<file path="config.mk">
export PLATFORM = sky130hd
export DESIGN_NAME = biquad_iir_filter_unit
export DESIGN_NICKNAME = d
export VERILOG_FILES = /design/src/design/bqf_pkg.sv /design/src/design/bqf_coef_regs.sv /design/src/design/bqf_sequencer.sv /design/src/design/bqf_datapath.sv /design/src/design/biquad_iir_filter_unit.sv
export SDC_FILE = /design/constraint.sdc
export NUM_CORES = 2
export LEC_CHECK = 0
export BUFFER_PORTS_ARGS = -buffer_cell sky130_fd_sc_hd__buf_2
export CORE_ASPECT_RATIO = 1.75
export CORE_MARGIN = 2
export CORE_UTILIZATION = 55
export DETAILED_ROUTE_END_ITERATION = 10
export MAX_ROUTING_LAYER = met4
export PLACE_DENSITY = 0.71
export SYNTH_ARGS = -nofsm -noshare
export SYNTH_HDL_FRONTEND = slang
export SYNTH_SLANG_ARGS = --single-unit
</file>
<file path="constraint.sdc">
create_clock -name clk_i -period 14.2 [get_ports clk_i]
set_clock_uncertainty 0.05 [all_clocks]
set_input_delay 1.42 -clock clk_i [delete_from_list [all_inputs] [get_ports clk_i]]
set_output_delay 1.42 -clock clk_i [all_outputs]
set_load 0.1 [all_outputs]
</file>
<file path="src/design/bqf_pkg.sv">
package bqf_pkg;

  localparam int SAMPLE_WIDTH_DEF = 24;
  localparam int COEF_WIDTH_DEF   = 32;

  localparam int NUM_COEFS = 5;
  localparam int CFG_IDX_W = 3;
  localparam int STEP_W    = 3;

  // Coefficient register indexes, also used to pick the multiplier operand.
  typedef enum logic [CFG_IDX_W-1:0] {
    COEF_B0 = 3'd0,
    COEF_B1 = 3'd1,
    COEF_B2 = 3'd2,
    COEF_A1 = 3'd3,
    COEF_A2 = 3'd4
  } coef_sel_e;

  typedef enum logic [1:0] {
    COND_NONE = 2'd0,
    COND_IN   = 2'd1,
    COND_OUT  = 2'd2
  } cond_e;

  typedef enum logic [1:0] {
    SRC_IN = 2'd0,
    SRC_X  = 2'd1,
    SRC_YQ = 2'd2
  } mul_src_e;

  typedef enum logic [1:0] {
    A_ZERO = 2'd0,
    A_S1   = 2'd1,
    A_ACC  = 2'd2
  } alu_a_e;

  typedef enum logic {
    B_P  = 1'b0,
    B_S2 = 1'b1
  } alu_b_e;

  typedef enum logic [1:0] {
    DST_NONE = 2'd0,
    DST_ACC  = 2'd1,
    DST_S1   = 2'd2,
    DST_S2   = 2'd3
  } dest_e;

  typedef struct packed {
    cond_e     cond;
    logic      mul_en;
    coef_sel_e mul_coef;
    mul_src_e  mul_src;
    alu_a_e    alu_a;
    alu_b_e    alu_b;
    logic      alu_sub;
    dest_e     dest;
    logic      round_en;
    logic      move_s1;
    logic      last;
  } ucode_t;

  typedef struct packed {
    logic   go;
    logic   load_x;
    ucode_t uc;
  } dp_ctrl_t;

  localparam logic [STEP_W-1:0] STEP_IDLE  = 3'd0;
  localparam logic [STEP_W-1:0] STEP_Y     = 3'd1;
  localparam logic [STEP_W-1:0] STEP_ROUND = 3'd2;
  localparam logic [STEP_W-1:0] STEP_HOLD  = 3'd3;
  localparam logic [STEP_W-1:0] STEP_FB1   = 3'd4;
  localparam logic [STEP_W-1:0] STEP_ADDS2 = 3'd5;
  localparam logic [STEP_W-1:0] STEP_FB2   = 3'd6;

  localparam ucode_t UC_NOP = '{
    cond: COND_NONE, mul_en: 1'b0, mul_coef: COEF_B0, mul_src: SRC_X,
    alu_a: A_ZERO, alu_b: B_P, alu_sub: 1'b0, dest: DST_NONE,
    round_en: 1'b0, move_s1: 1'b0, last: 1'b0
  };

  // Microprogram. P is the product register, ACC the accumulator.
  function automatic ucode_t ucode_rom(input logic [STEP_W-1:0] step);
    ucode_t uc;
    uc = UC_NOP;
    case (step)
      STEP_IDLE: begin
        // Wait for a sample; P <= b0*x straight from the port.
        uc.cond     = COND_IN;
        uc.mul_en   = 1'b1;
        uc.mul_coef = COEF_B0;
        uc.mul_src  = SRC_IN;
      end
      STEP_Y: begin
        // ACC <= s1 + b0*x; P <= b1*x
        uc.alu_a    = A_S1;
        uc.dest     = DST_ACC;
        uc.mul_en   = 1'b1;
        uc.mul_coef = COEF_B1;
      end
      STEP_ROUND: begin
        // yq <= round(ACC); ACC <= b1*x; P <= b2*x
        uc.cond     = COND_OUT;
        uc.round_en = 1'b1;
        uc.dest     = DST_ACC;
        uc.mul_en   = 1'b1;
        uc.mul_coef = COEF_B2;
      end
      STEP_HOLD: begin
        // s1 is spent, so it parks b2*x; P <= a1*yq
        uc.dest     = DST_S1;
        uc.mul_en   = 1'b1;
        uc.mul_coef = COEF_A1;
        uc.mul_src  = SRC_YQ;
      end
      STEP_FB1: begin
        // ACC <= ACC - a1*yq; P <= a2*yq
        uc.alu_a    = A_ACC;
        uc.alu_sub  = 1'b1;
        uc.dest     = DST_ACC;
        uc.mul_en   = 1'b1;
        uc.mul_coef = COEF_A2;
        uc.mul_src  = SRC_YQ;
      end
      STEP_ADDS2: begin
        uc.alu_a = A_ACC;
        uc.alu_b = B_S2;
        uc.dest  = DST_ACC;
      end
      STEP_FB2: begin
        // s2 <= b2*x - a2*yq; s1 <= ACC
        uc.alu_a   = A_S1;
        uc.alu_sub = 1'b1;
        uc.dest    = DST_S2;
        uc.move_s1 = 1'b1;
        uc.last    = 1'b1;
      end
      default: begin
        uc.last = 1'b1;
      end
    endcase
    return uc;
  endfunction

endpackage

</file>
<file path="src/design/bqf_coef_regs.sv">
module bqf_coef_regs
  import bqf_pkg::*;
#(
  parameter int COEF_WIDTH = COEF_WIDTH_DEF
) (
  input  logic                                   clk_i,
  input  logic                                   rst_ni,
  input  logic                                   cfg_we_i,
  input  logic [CFG_IDX_W-1:0]                   cfg_idx_i,
  input  logic [COEF_WIDTH-1:0]                  cfg_data_i,
  output logic [NUM_COEFS-1:0][COEF_WIDTH-1:0]   coef_o
);

  // b0 resets to 1.0 so that the filter passes samples straight through.
  localparam logic [COEF_WIDTH-1:0] COEF_ONE = COEF_WIDTH'(1) << (COEF_WIDTH - 4);

  logic [NUM_COEFS-1:0][COEF_WIDTH-1:0] coef_q;

  always_ff @(posedge clk_i or negedge rst_ni) begin
    if (!rst_ni) begin
      coef_q[COEF_B0] <= COEF_ONE;
      coef_q[COEF_B1] <= '0;
      coef_q[COEF_B2] <= '0;
      coef_q[COEF_A1] <= '0;
      coef_q[COEF_A2] <= '0;
    end else if (cfg_we_i) begin
      case (cfg_idx_i)
        COEF_B0: coef_q[COEF_B0] <= cfg_data_i;
        COEF_B1: coef_q[COEF_B1] <= cfg_data_i;
        COEF_B2: coef_q[COEF_B2] <= cfg_data_i;
        COEF_A1: coef_q[COEF_A1] <= cfg_data_i;
        COEF_A2: coef_q[COEF_A2] <= cfg_data_i;
        default: ;
      endcase
    end
  end

  assign coef_o = coef_q;

endmodule

</file>
<file path="src/design/bqf_sequencer.sv">
module bqf_sequencer
  import bqf_pkg::*;
(
  input  logic     clk_i,
  input  logic     rst_ni,
  input  logic     in_valid_i,
  output logic     in_ready_o,
  output logic     out_valid_o,
  input  logic     out_ready_i,
  output dp_ctrl_t ctrl_o
);

  logic [STEP_W-1:0] step_q, step_d;
  logic              out_valid_q, out_valid_d;
  ucode_t            uc;
  logic              go;

  always_comb begin
    uc = ucode_rom(step_q);
    case (uc.cond)
      COND_IN:  go = in_valid_i;
      // The rounding step overwrites the output register, so it waits for a free slot.
      COND_OUT: go = !out_valid_q || out_ready_i;
      default:  go = 1'b1;
    endcase
  end

  always_comb begin
    step_d = step_q;
    if (go) begin
      step_d = uc.last ? STEP_IDLE : step_q + STEP_W'(1);
    end
  end

  always_comb begin
    out_valid_d = out_valid_q;
    if (go && uc.round_en) begin
      out_valid_d = 1'b1;
    end else if (out_ready_i) begin
      out_valid_d = 1'b0;
    end
  end

  always_ff @(posedge clk_i or negedge rst_ni) begin
    if (!rst_ni) begin
      step_q      <= STEP_IDLE;
      out_valid_q <= 1'b0;
    end else begin
      step_q      <= step_d;
      out_valid_q <= out_valid_d;
    end
  end

  assign in_ready_o    = (uc.cond == COND_IN);
  assign out_valid_o   = out_valid_q;
  assign ctrl_o.go     = go;
  assign ctrl_o.load_x = go && (uc.cond == COND_IN);
  assign ctrl_o.uc     = uc;

endmodule

</file>
<file path="src/design/bqf_datapath.sv">
module bqf_datapath
  import bqf_pkg::*;
#(
  parameter int SAMPLE_WIDTH = SAMPLE_WIDTH_DEF,
  parameter int COEF_WIDTH   = COEF_WIDTH_DEF
) (
  input  logic                                 clk_i,
  input  logic                                 rst_ni,
  input  dp_ctrl_t                             ctrl_i,
  input  logic [NUM_COEFS-1:0][COEF_WIDTH-1:0] coef_i,
  input  logic [SAMPLE_WIDTH-1:0]              sample_i,
  output logic [SAMPLE_WIDTH-1:0]              sample_o
);

  localparam int ST = SAMPLE_WIDTH + COEF_WIDTH;
  localparam int OS = COEF_WIDTH - 4;
  localparam int SH = ST - OS;

  localparam logic signed [ST-1:0] ST_MAX = {1'b0, {(ST-1){1'b1}}};
  localparam logic signed [ST-1:0] ST_MIN = {1'b1, {(ST-1){1'b0}}};
  localparam logic [ST:0] RND_HALF = {{(ST+1-OS){1'b0}}, 1'b1, {(OS-1){1'b0}}};

  function automatic logic signed [ST-1:0] sat_st(input logic [ST:0] v);
    if (v[ST] != v[ST-1]) begin
      sat_st = v[ST] ? ST_MIN : ST_MAX;
    end else begin
      sat_st = v[ST-1:0];
    end
  endfunction

  logic signed [SAMPLE_WIDTH-1:0] x_q, yq_q, yq_d;
  logic signed [ST-1:0]           p_q, acc_q, s1_q, s2_q;
  logic signed [COEF_WIDTH-1:0]   mul_a;
  logic signed [SAMPLE_WIDTH-1:0] mul_b;
  logic signed [ST-1:0]           alu_a, alu_b, alu_res;
  logic [ST:0]                    alu_sum, rnd_sum;
  logic signed [ST-1:0]           rnd_t;
  logic [SH-1:0]                  rnd_sh;
  logic [4:0]                     rnd_top;

  always_comb begin
    case (ctrl_i.uc.mul_coef)
      COEF_B0: mul_a = coef_i[COEF_B0];
      COEF_B1: mul_a = coef_i[COEF_B1];
      COEF_B2: mul_a = coef_i[COEF_B2];
      COEF_A1: mul_a = coef_i[COEF_A1];
      COEF_A2: mul_a = coef_i[COEF_A2];
      default: mul_a = '0;
    endcase
    case (ctrl_i.uc.mul_src)
      SRC_IN:  mul_b = sample_i;
      SRC_X:   mul_b = x_q;
      SRC_YQ:  mul_b = yq_q;
      default: mul_b = '0;
    endcase
  end

  // One adder with saturation to the state width. Every product fits the state
  // format exactly, so the sum never needs more than one guard bit.
  always_comb begin
    case (ctrl_i.uc.alu_a)
      A_S1:    alu_a = s1_q;
      A_ACC:   alu_a = acc_q;
      default: alu_a = '0;
    endcase
    alu_b = (ctrl_i.uc.alu_b == B_S2) ? s2_q : p_q;
    if (ctrl_i.uc.alu_sub) begin
      alu_sum = {alu_a[ST-1], alu_a} - {alu_b[ST-1], alu_b};
    end else begin
      alu_sum = {alu_a[ST-1], alu_a} + {alu_b[ST-1], alu_b};
    end
    alu_res = sat_st(alu_sum);
  end

  // Round half up, drop the fraction bits, then clamp to the sample range.
  always_comb begin
    rnd_sum = {acc_q[ST-1], acc_q} + RND_HALF;
    rnd_t   = sat_st(rnd_sum);
    rnd_sh  = rnd_t[ST-1:OS];
    rnd_top = rnd_sh[SAMPLE_WIDTH+3:SAMPLE_WIDTH-1];
    if ((&rnd_top) || !(|rnd_top)) begin
      yq_d = rnd_sh[SAMPLE_WIDTH-1:0];
    end else begin
      yq_d = {rnd_top[4], {(SAMPLE_WIDTH-1){~rnd_top[4]}}};
    end
  end

  always_ff @(posedge clk_i) begin
    if (ctrl_i.load_x) begin
      x_q <= sample_i;
    end
    if (ctrl_i.go && ctrl_i.uc.mul_en) begin
      p_q <= mul_a * mul_b;
    end
    if (ctrl_i.go && ctrl_i.uc.dest == DST_ACC) begin
      acc_q <= alu_res;
    end
    if (ctrl_i.go && ctrl_i.uc.round_en) begin
      yq_q <= yq_d;
    end
  end

  always_ff @(posedge clk_i or negedge rst_ni) begin
    if (!rst_ni) begin
      s1_q <= '0;
      s2_q <= '0;
    end else if (ctrl_i.go) begin
      if (ctrl_i.uc.move_s1) begin
        s1_q <= acc_q;
      end else if (ctrl_i.uc.dest == DST_S1) begin
        s1_q <= alu_res;
      end
      if (ctrl_i.uc.dest == DST_S2) begin
        s2_q <= alu_res;
      end
    end
  end

  assign sample_o = yq_q;

endmodule

</file>
<file path="src/design/biquad_iir_filter_unit.sv">
// Second-order IIR section in transposed direct form II. Samples are signed
// Q1.23 and coefficients signed Q4.28 (written through the cfg port, index 0..4
// for b0, b1, b2, a1, a2; b0 resets to 1.0 for passthrough). The two state words
// are 56 bits wide and saturate; the output is rounded half up and saturated to
// the sample width, and that quantized output is what feeds back. One sample
// is accepted only once the previous one is through: a microcode program of
// seven steps drives one shared multiplier and one saturating adder, and a
// step is spent for each of the five products plus the state updates. The
// result passes the product register and the accumulator into the output
// register at the rounding step; if the previous result has not been taken by
// then, the program holds there until it is. Reset clears both state words.
module biquad_iir_filter_unit
  import bqf_pkg::*;
#(
  parameter int SAMPLE_WIDTH = SAMPLE_WIDTH_DEF,
  parameter int COEF_WIDTH   = COEF_WIDTH_DEF
) (
  input  logic                              clk_i,
  input  logic                              rst_ni,
  input  logic                              cfg_we_i,
  input  logic [CFG_IDX_W-1:0]              cfg_idx_i,
  input  logic [COEF_WIDTH-1:0]             cfg_data_i,
  input  logic                              s_axis_tvalid,
  output logic                              s_axis_tready,
  input  logic [((SAMPLE_WIDTH+7)/8)*8-1:0] s_axis_tdata,  // sample_in
  output logic                              m_axis_tvalid,
  input  logic                              m_axis_tready,
  output logic [((SAMPLE_WIDTH+7)/8)*8-1:0] m_axis_tdata   // sample_out
);

  localparam int TDATA_W = ((SAMPLE_WIDTH + 7) / 8) * 8;

  logic [NUM_COEFS-1:0][COEF_WIDTH-1:0] coef;
  logic [SAMPLE_WIDTH-1:0]              sample_out;
  dp_ctrl_t                             dp_ctrl;

  bqf_coef_regs #(
    .COEF_WIDTH(COEF_WIDTH)
  ) u_coef_regs (
    .clk_i     (clk_i),
    .rst_ni    (rst_ni),
    .cfg_we_i  (cfg_we_i),
    .cfg_idx_i (cfg_idx_i),
    .cfg_data_i(cfg_data_i),
    .coef_o    (coef)
  );

  bqf_sequencer u_sequencer (
    .clk_i      (clk_i),
    .rst_ni     (rst_ni),
    .in_valid_i (s_axis_tvalid),
    .in_ready_o (s_axis_tready),
    .out_valid_o(m_axis_tvalid),
    .out_ready_i(m_axis_tready),
    .ctrl_o     (dp_ctrl)
  );

  bqf_datapath #(
    .SAMPLE_WIDTH(SAMPLE_WIDTH),
    .COEF_WIDTH  (COEF_WIDTH)
  ) u_datapath (
    .clk_i   (clk_i),
    .rst_ni  (rst_ni),
    .ctrl_i  (dp_ctrl),
    .coef_i  (coef),
    .sample_i(s_axis_tdata[SAMPLE_WIDTH-1:0]),
    .sample_o(sample_out)
  );

  assign m_axis_tdata = TDATA_W'(sample_out);

  // The sample register loads exactly on an input transaction.
  assert property (@(posedge clk_i) disable iff (!rst_ni)
    dp_ctrl.load_x == (s_axis_tvalid && s_axis_tready))
    else $error("sample load does not match input transaction");

  // Only one sample is in flight: no acceptance in the cycle after one.
  assert property (@(posedge clk_i) disable iff (!rst_ni)
    (s_axis_tvalid && s_axis_tready) |=> !s_axis_tready)
    else $error("input accepted while a sample is in flight");

  // A completed rounding step always leaves a valid result behind.
  assert property (@(posedge clk_i) disable iff (!rst_ni)
    (dp_ctrl.go && dp_ctrl.uc.round_en) |=> m_axis_tvalid)
    else $error("rounded result not presented");

endmodule
</file>
# Word level (Yosys, flattened, before mapping)
# Index checks and enable logic that the tools add are counted.
# op_classes
addsub	4
n_reduce_logical	29
multipliers	1
n_bitwise	1
n_eq_ne	25
mux	25
# ops
op	n
two-way mux 56 bit	7
one-hot mux 32 bit (5 select lines)	1
one-hot mux 56 bit (2 select lines)	1
one-hot mux 24 bit (3 select lines)	1
adder 56 x 29 -> 57 bit (second input constant)	1
adder 56 x 56 -> 57 bit	1
two-way mux 57 bit	1
subtractor 56 x 56 -> 57 bit	1
multiplier 32 x 24 -> 56 bit	1
two-way mux 24 bit	1
one-hot mux 4 bit (5 select lines)	1
== test 3 x 2 -> 1 bit (second input constant)	6
== test 3 bit (second input constant)	5
AND reduction 2 bit	7
one-hot mux 2 bit (2 select lines)	3
== test 2 bit (second input constant)	5
== test 3 x 1 -> 1 bit (second input constant)	3
zero test 3 bit	3
== test 2 x 1 -> 1 bit (second input constant)	4
OR reduction 2 bit	4
two-way mux 1 bit	6
one-hot mux 2 bit (3 select lines)	1
OR reduction 6 bit	1
AND reduction 5 bit	1
other kinds (12)	19
# totals
regBits	436
out_inout_bits	26
wordCells	98
inputBits	64

# Depth between registers and ports, before layout
# depth
ltp_word	11
depth_mapped	40
mapped_depth_nobuf	33

# Cells and area by module
# Synthesis repeated with hierarchy kept, for this count alone.
# hier_totals
cells_unflattened	5526
hier_area_um2	51941.1
# modules_own_cells
module	seq_area_each_um2	cells_per_inst	area_per_inst_um2	instances
bqf_datapath	7607.3	5134	45467.4	1
bqf_coef_regs	4005.1	343	6034.5	1
bqf_sequencer	100.1	49	439.2	1

# Worst setup path before layout
# OpenSTA, ideal clock, no wires.
# synth_timing
path_type	reg-to-reg
startpoint	register u_sequencer.step_q[1]
endpoint	register u_datapath.p_q[55], data pin
setup_ps	207
required_time_ps	13943
n_path_buf	7
arrival_time_ps	9098
path_stages_with_launch	34
synth_period_minus_slack_ps	9355
path_slack_ps	4845
cell_sequence	dfrtp_1 inv_1 ha_1 buf_4 buf_2 buf_2 buf_4 buf_2 nor4b_1 clkbuf_1 a222oi_1 nand3_1 clkbuf_1 nand2_1 fa_1 fa_1 fa_1 fa_1 fa_1 inv_1 fa_1 inv_1 fa_1 inv_1 ha_1 a211oi_1 o21ai_0 a221oi_1 a2bb2oi_1 o21ai_0 a211oi_1 o21ai_0 mux2i_1 a2111oi_0
# synth_between
elab_chain_len	6
elab_cells_between_ends	19
cone_classes	mul: 1; eq/ne: 10; mux: 4; reduce/logical: 4
# synth_rtl
item	line_no	text
start: declaration	bqf_sequencer.sv:13	logic [STEP_W-1:0] step_q, step_d;
start signal: assignment	bqf_sequencer.sv:49	step_q <= step_d;
== test 3 x 2 -> 1 bit / == test 3 bit (equally long branches)	bqf_pkg.sv:87	case (step)
OR reduction 2 bit (no source line)	-	
one-hot mux 2 bit (2 select lines)	bqf_pkg.sv:87	
== test 2 bit (tied with other cells)	bqf_datapath.sv:50	case (ctrl_i.uc.mul_src)
one-hot mux 24 bit (3 select lines)	bqf_datapath.sv:50	
multiplier 32 x 24 -> 56 bit *	bqf_datapath.sv:93	p_q <= mul_a * mul_b;
end signal: assignment	bqf_datapath.sv:93	
end: declaration	bqf_datapath.sv:32	logic signed [ST-1:0] p_q, acc_q, s1_q, s2_q;
# Every way passes the cells marked *; elsewhere a longest branch is shown, timed or not.
# A chain may end at the register's enable or synchronous reset.

# Final worst setup path
# layout_timing
startpoint	register u_sequencer.step_q[0]
endpoint	register u_datapath.p_q[55], data pin
# Same word-level chain as after synthesis.

==> run summary <==
status = complete, no violations
Synth Area in XOR/XNOR = 2.91%
mapped cell area = 0.0521 sq mm
RSZ-0062 raised after global routing = no
Worst path slowest cell = and3_1
Slew @ Worst Pin = 1.18 ns
initial antenna violation count = 1
Cells after Synth = 5616
area leader, netlist = fa_1
routed via count = 41700
fin. max-slew vios = 0
Die H = 411 um
wire per inst = 24.3 um
kind of critical path = flop to flop
GRT Total Usage = 35.5%
EDFF count, synth = 160
CTS root buffer = clkbuf_16
DIE AREA = 0.0972 sq mm
CP Launch Type = flop
top-count cell post-synth = inv_1
Max stage delay on crit path = 0.70 ns
final WL = 165000 um
slew margin rel. = 21.0%
commonest cells in the netlist = inv_1 (895), fa_1 (784), nand2_1 (745), nor2_1 (519), dfrtp_1 (275)
RD Place Congestion = 0.991
IO buf count = 89
area growth from synthesis to layout = 6.18%
largest net degree at the start of global routing = 85
Synth Flop Type = dfrtp_1
Final min period = 10.47 ns
# rows = 149
Synth Net Count = 6681
nets = 6617
Synth Area in Compound Gates = 10.5%
Post-Route Setup TNS = 0 ns
Antenna Violating Nets Remaining = 0
Worst Path Arrival = 10.75 ns
Placeable Area = 0.0940 sq mm
initial core utilization = 55.4%
share of layout cells above drive strength 1 = 9.50%
simple-gate share of the synthesized area = 14.2%
Most common cell on crit path = fa_1
mux share of post-synthesis cell area = 5.15%
top cells by area, synth = fa_1 (30%), dfrtp_1 (13%), edfxtp_1 (9.2%)
CTS sink cnt = 436
GRT overflow = 0
final hold violation count = 0
flop2flop setup slack = 3.73 ns
H-Tree Depth = 2
num ports = 90
final worst-path cycle share = 73.7%
vias in the first global route = 44600
critical path capture point type = flop
Synth Area in Adders = 35.9%
synth unique cells = 85
asr flop ratio synth = 63.3%
Max Fclk = 95.5 MHz
die span in x = 237 um
post-synth top area share = 30.2%
Max-Cap Viols = 0
hold_buf cts = 0
Crit Path Max Fanout = 32
drt initial violations = 3576
post-CTS sizing = 0
Clock Tree Buf Depth = 3
CTS tree = built
sequential share of the synthesized area = 22.5%
final worst setup slack = 3.73 ns
Req. time, crit path = 14.48 ns
largest family of logic cells by synthesized area = adder cells
HPWL reported at the end of detailed placement = 128000 um
Num CTS Buffers = 44
FF+latch count, synth = 436
yosys synthesis warning count = 0
# DRC = 0
1st-pass router iterations = 6
Worst-Skew Late Latency = 0.63 ns
Avg Vias per Cell = 6.14
Worst-path clk slew = 0.07 ns
count of final setup violators = 0
HP Class = flop to flop
fin util = 58.8%
Mapped Avg Cell Area = 9.27 sq um
first-pass GRT wire length = 253000 um
total setup buffers inserted after CTS = 0
pre-CTS setup slack = 3.92 ns
layout by cell type (no fill, tap or decap), types with 15 or more instances in the layout:
cell         n
inv_1      895
fa_1       784
nand2_1    745
nor2_1     510
dfrtp_1    274
a21oi_1    218
ha_1       216
mux2_2     188
o21ai_0    182
edfxtp_1   160
xnor2_1    114
buf_4      105
nand3_1     89
buf_2       88
a22oi_1     82
and3_1      61
xor2_1      57
nor3_1      55
a211oi_1    55
mux2i_1     55
a21o_1      49
clkbuf_16   45
and2_1      42
or3_1       41
a31oi_1     40
a222oi_1    32
nand4_1     24
maj3_2      22
o211ai_1    21
o21a_1      21
o21bai_1    19
o31ai_1     17
o22ai_1     16
nor4bb_1    15
metal layers:
metal / GRT usage (%) / routed length [um] / vias to the layer above / part of all wire, %
li1: - / - / 18000 / -
met1: 37.5 / 55500 / 20700 / 34
met2: 60.4 / 81800 / 2164 / 50
met3: 5.08 / 12300 / 797 / 7.4
met4: 26.5 / 15400 / 0 / 9.3
met5: - / 0 / - / 0
per-stage QoR:
stage               cell area (sq um)  hold slack [ns]  instances
finish                          55300            0.424       6798
global route                    55300            0.447       6797
CTS                             55300            0.426       6796
detailed placement              53800            0.410       6714
global placement                53800            0.402       6714
floorplan                       52100            0.393       5616
path summary, 6_finish.rpt:
| check | endpoint | cells after the start | from |
|---|---|---|---|
| setup reg to reg | u_datapath.p_q[55]$_DFFE_PP_ | 30 | u_sequencer.step_q[0]$_DFFE_PN0P_ |
| hold / removal | u_datapath.s1_q[55]$_DFFE_PN0P_ | 1 | u_datapath.s1_q[55]$_DFFE_PN0P_ |
| setup / recovery | u_datapath.p_q[55]$_DFFE_PP_ | 30 | u_sequencer.step_q[0]$_DFFE_PN0P_ |
| hold reg to reg | u_datapath.s1_q[55]$_DFFE_PN0P_ | 1 | u_datapath.s1_q[55]$_DFFE_PN0P_ |
| max in group asynchronous | u_datapath.s1_q[8]$_DFFE_PN0P_ | 3 | rst_ni |
| min in group asynchronous | u_coef_regs.coef_o[29]$_DFFE_PN0P_ | 1 | rst_ni |
area by class of cell:
type / count / area (sq um)
Tap cell: 1208 / 1510
Clock buffer: 55 / 1190
Fill cell: 8259 / 38700
Timing Repair Buffer: 194 / 1240
Sequential cell: 436 / 11700
Inverter: 896 / 3360
Clock inverter: 27 / 295
Multi-Input combinational cell: 3980 / 35900
Antenna cell: 2 / 5.00
state kept, by name, indices dropped and copies added (netlist names):
signal / flops
u_coef_regs.coef_o: 160
u_datapath.sample_o: 24
u_datapath.s2_q: 56
u_datapath.acc_q: 56
u_sequencer.step_q: 3
u_datapath.x_q: 24
u_datapath.s1_q: 56
u_sequencer.out_valid_o: 1
u_datapath.p_q: 56
cell families after synthesis:
| family | after synthesis |
|---|---|
| compound gates | 849 |
| flops | 436 |
| buf+inv | 1200 |
| fa+ha+maj | 1025 |
| xor+xnor | 172 |
| simple gates | 1690 |
| mux | 244 |
worst max-delay path, delay by kind of cell, from the launching register on:
| family | cells | cell delay (ns) |
|---|---|---|
| fa+ha+maj | 10 | 4.72 |
| mux | 1 | 0.12 |
| buf+inv | 7 | 0.93 |
| flops | 1 | 0.52 |
| compound gates | 5 | 1.90 |
| simple gates | 7 | 1.88 |
Power is not shown: default switching activity piles up to over one toggle a cycle in this logic, so the estimate is an artifact.
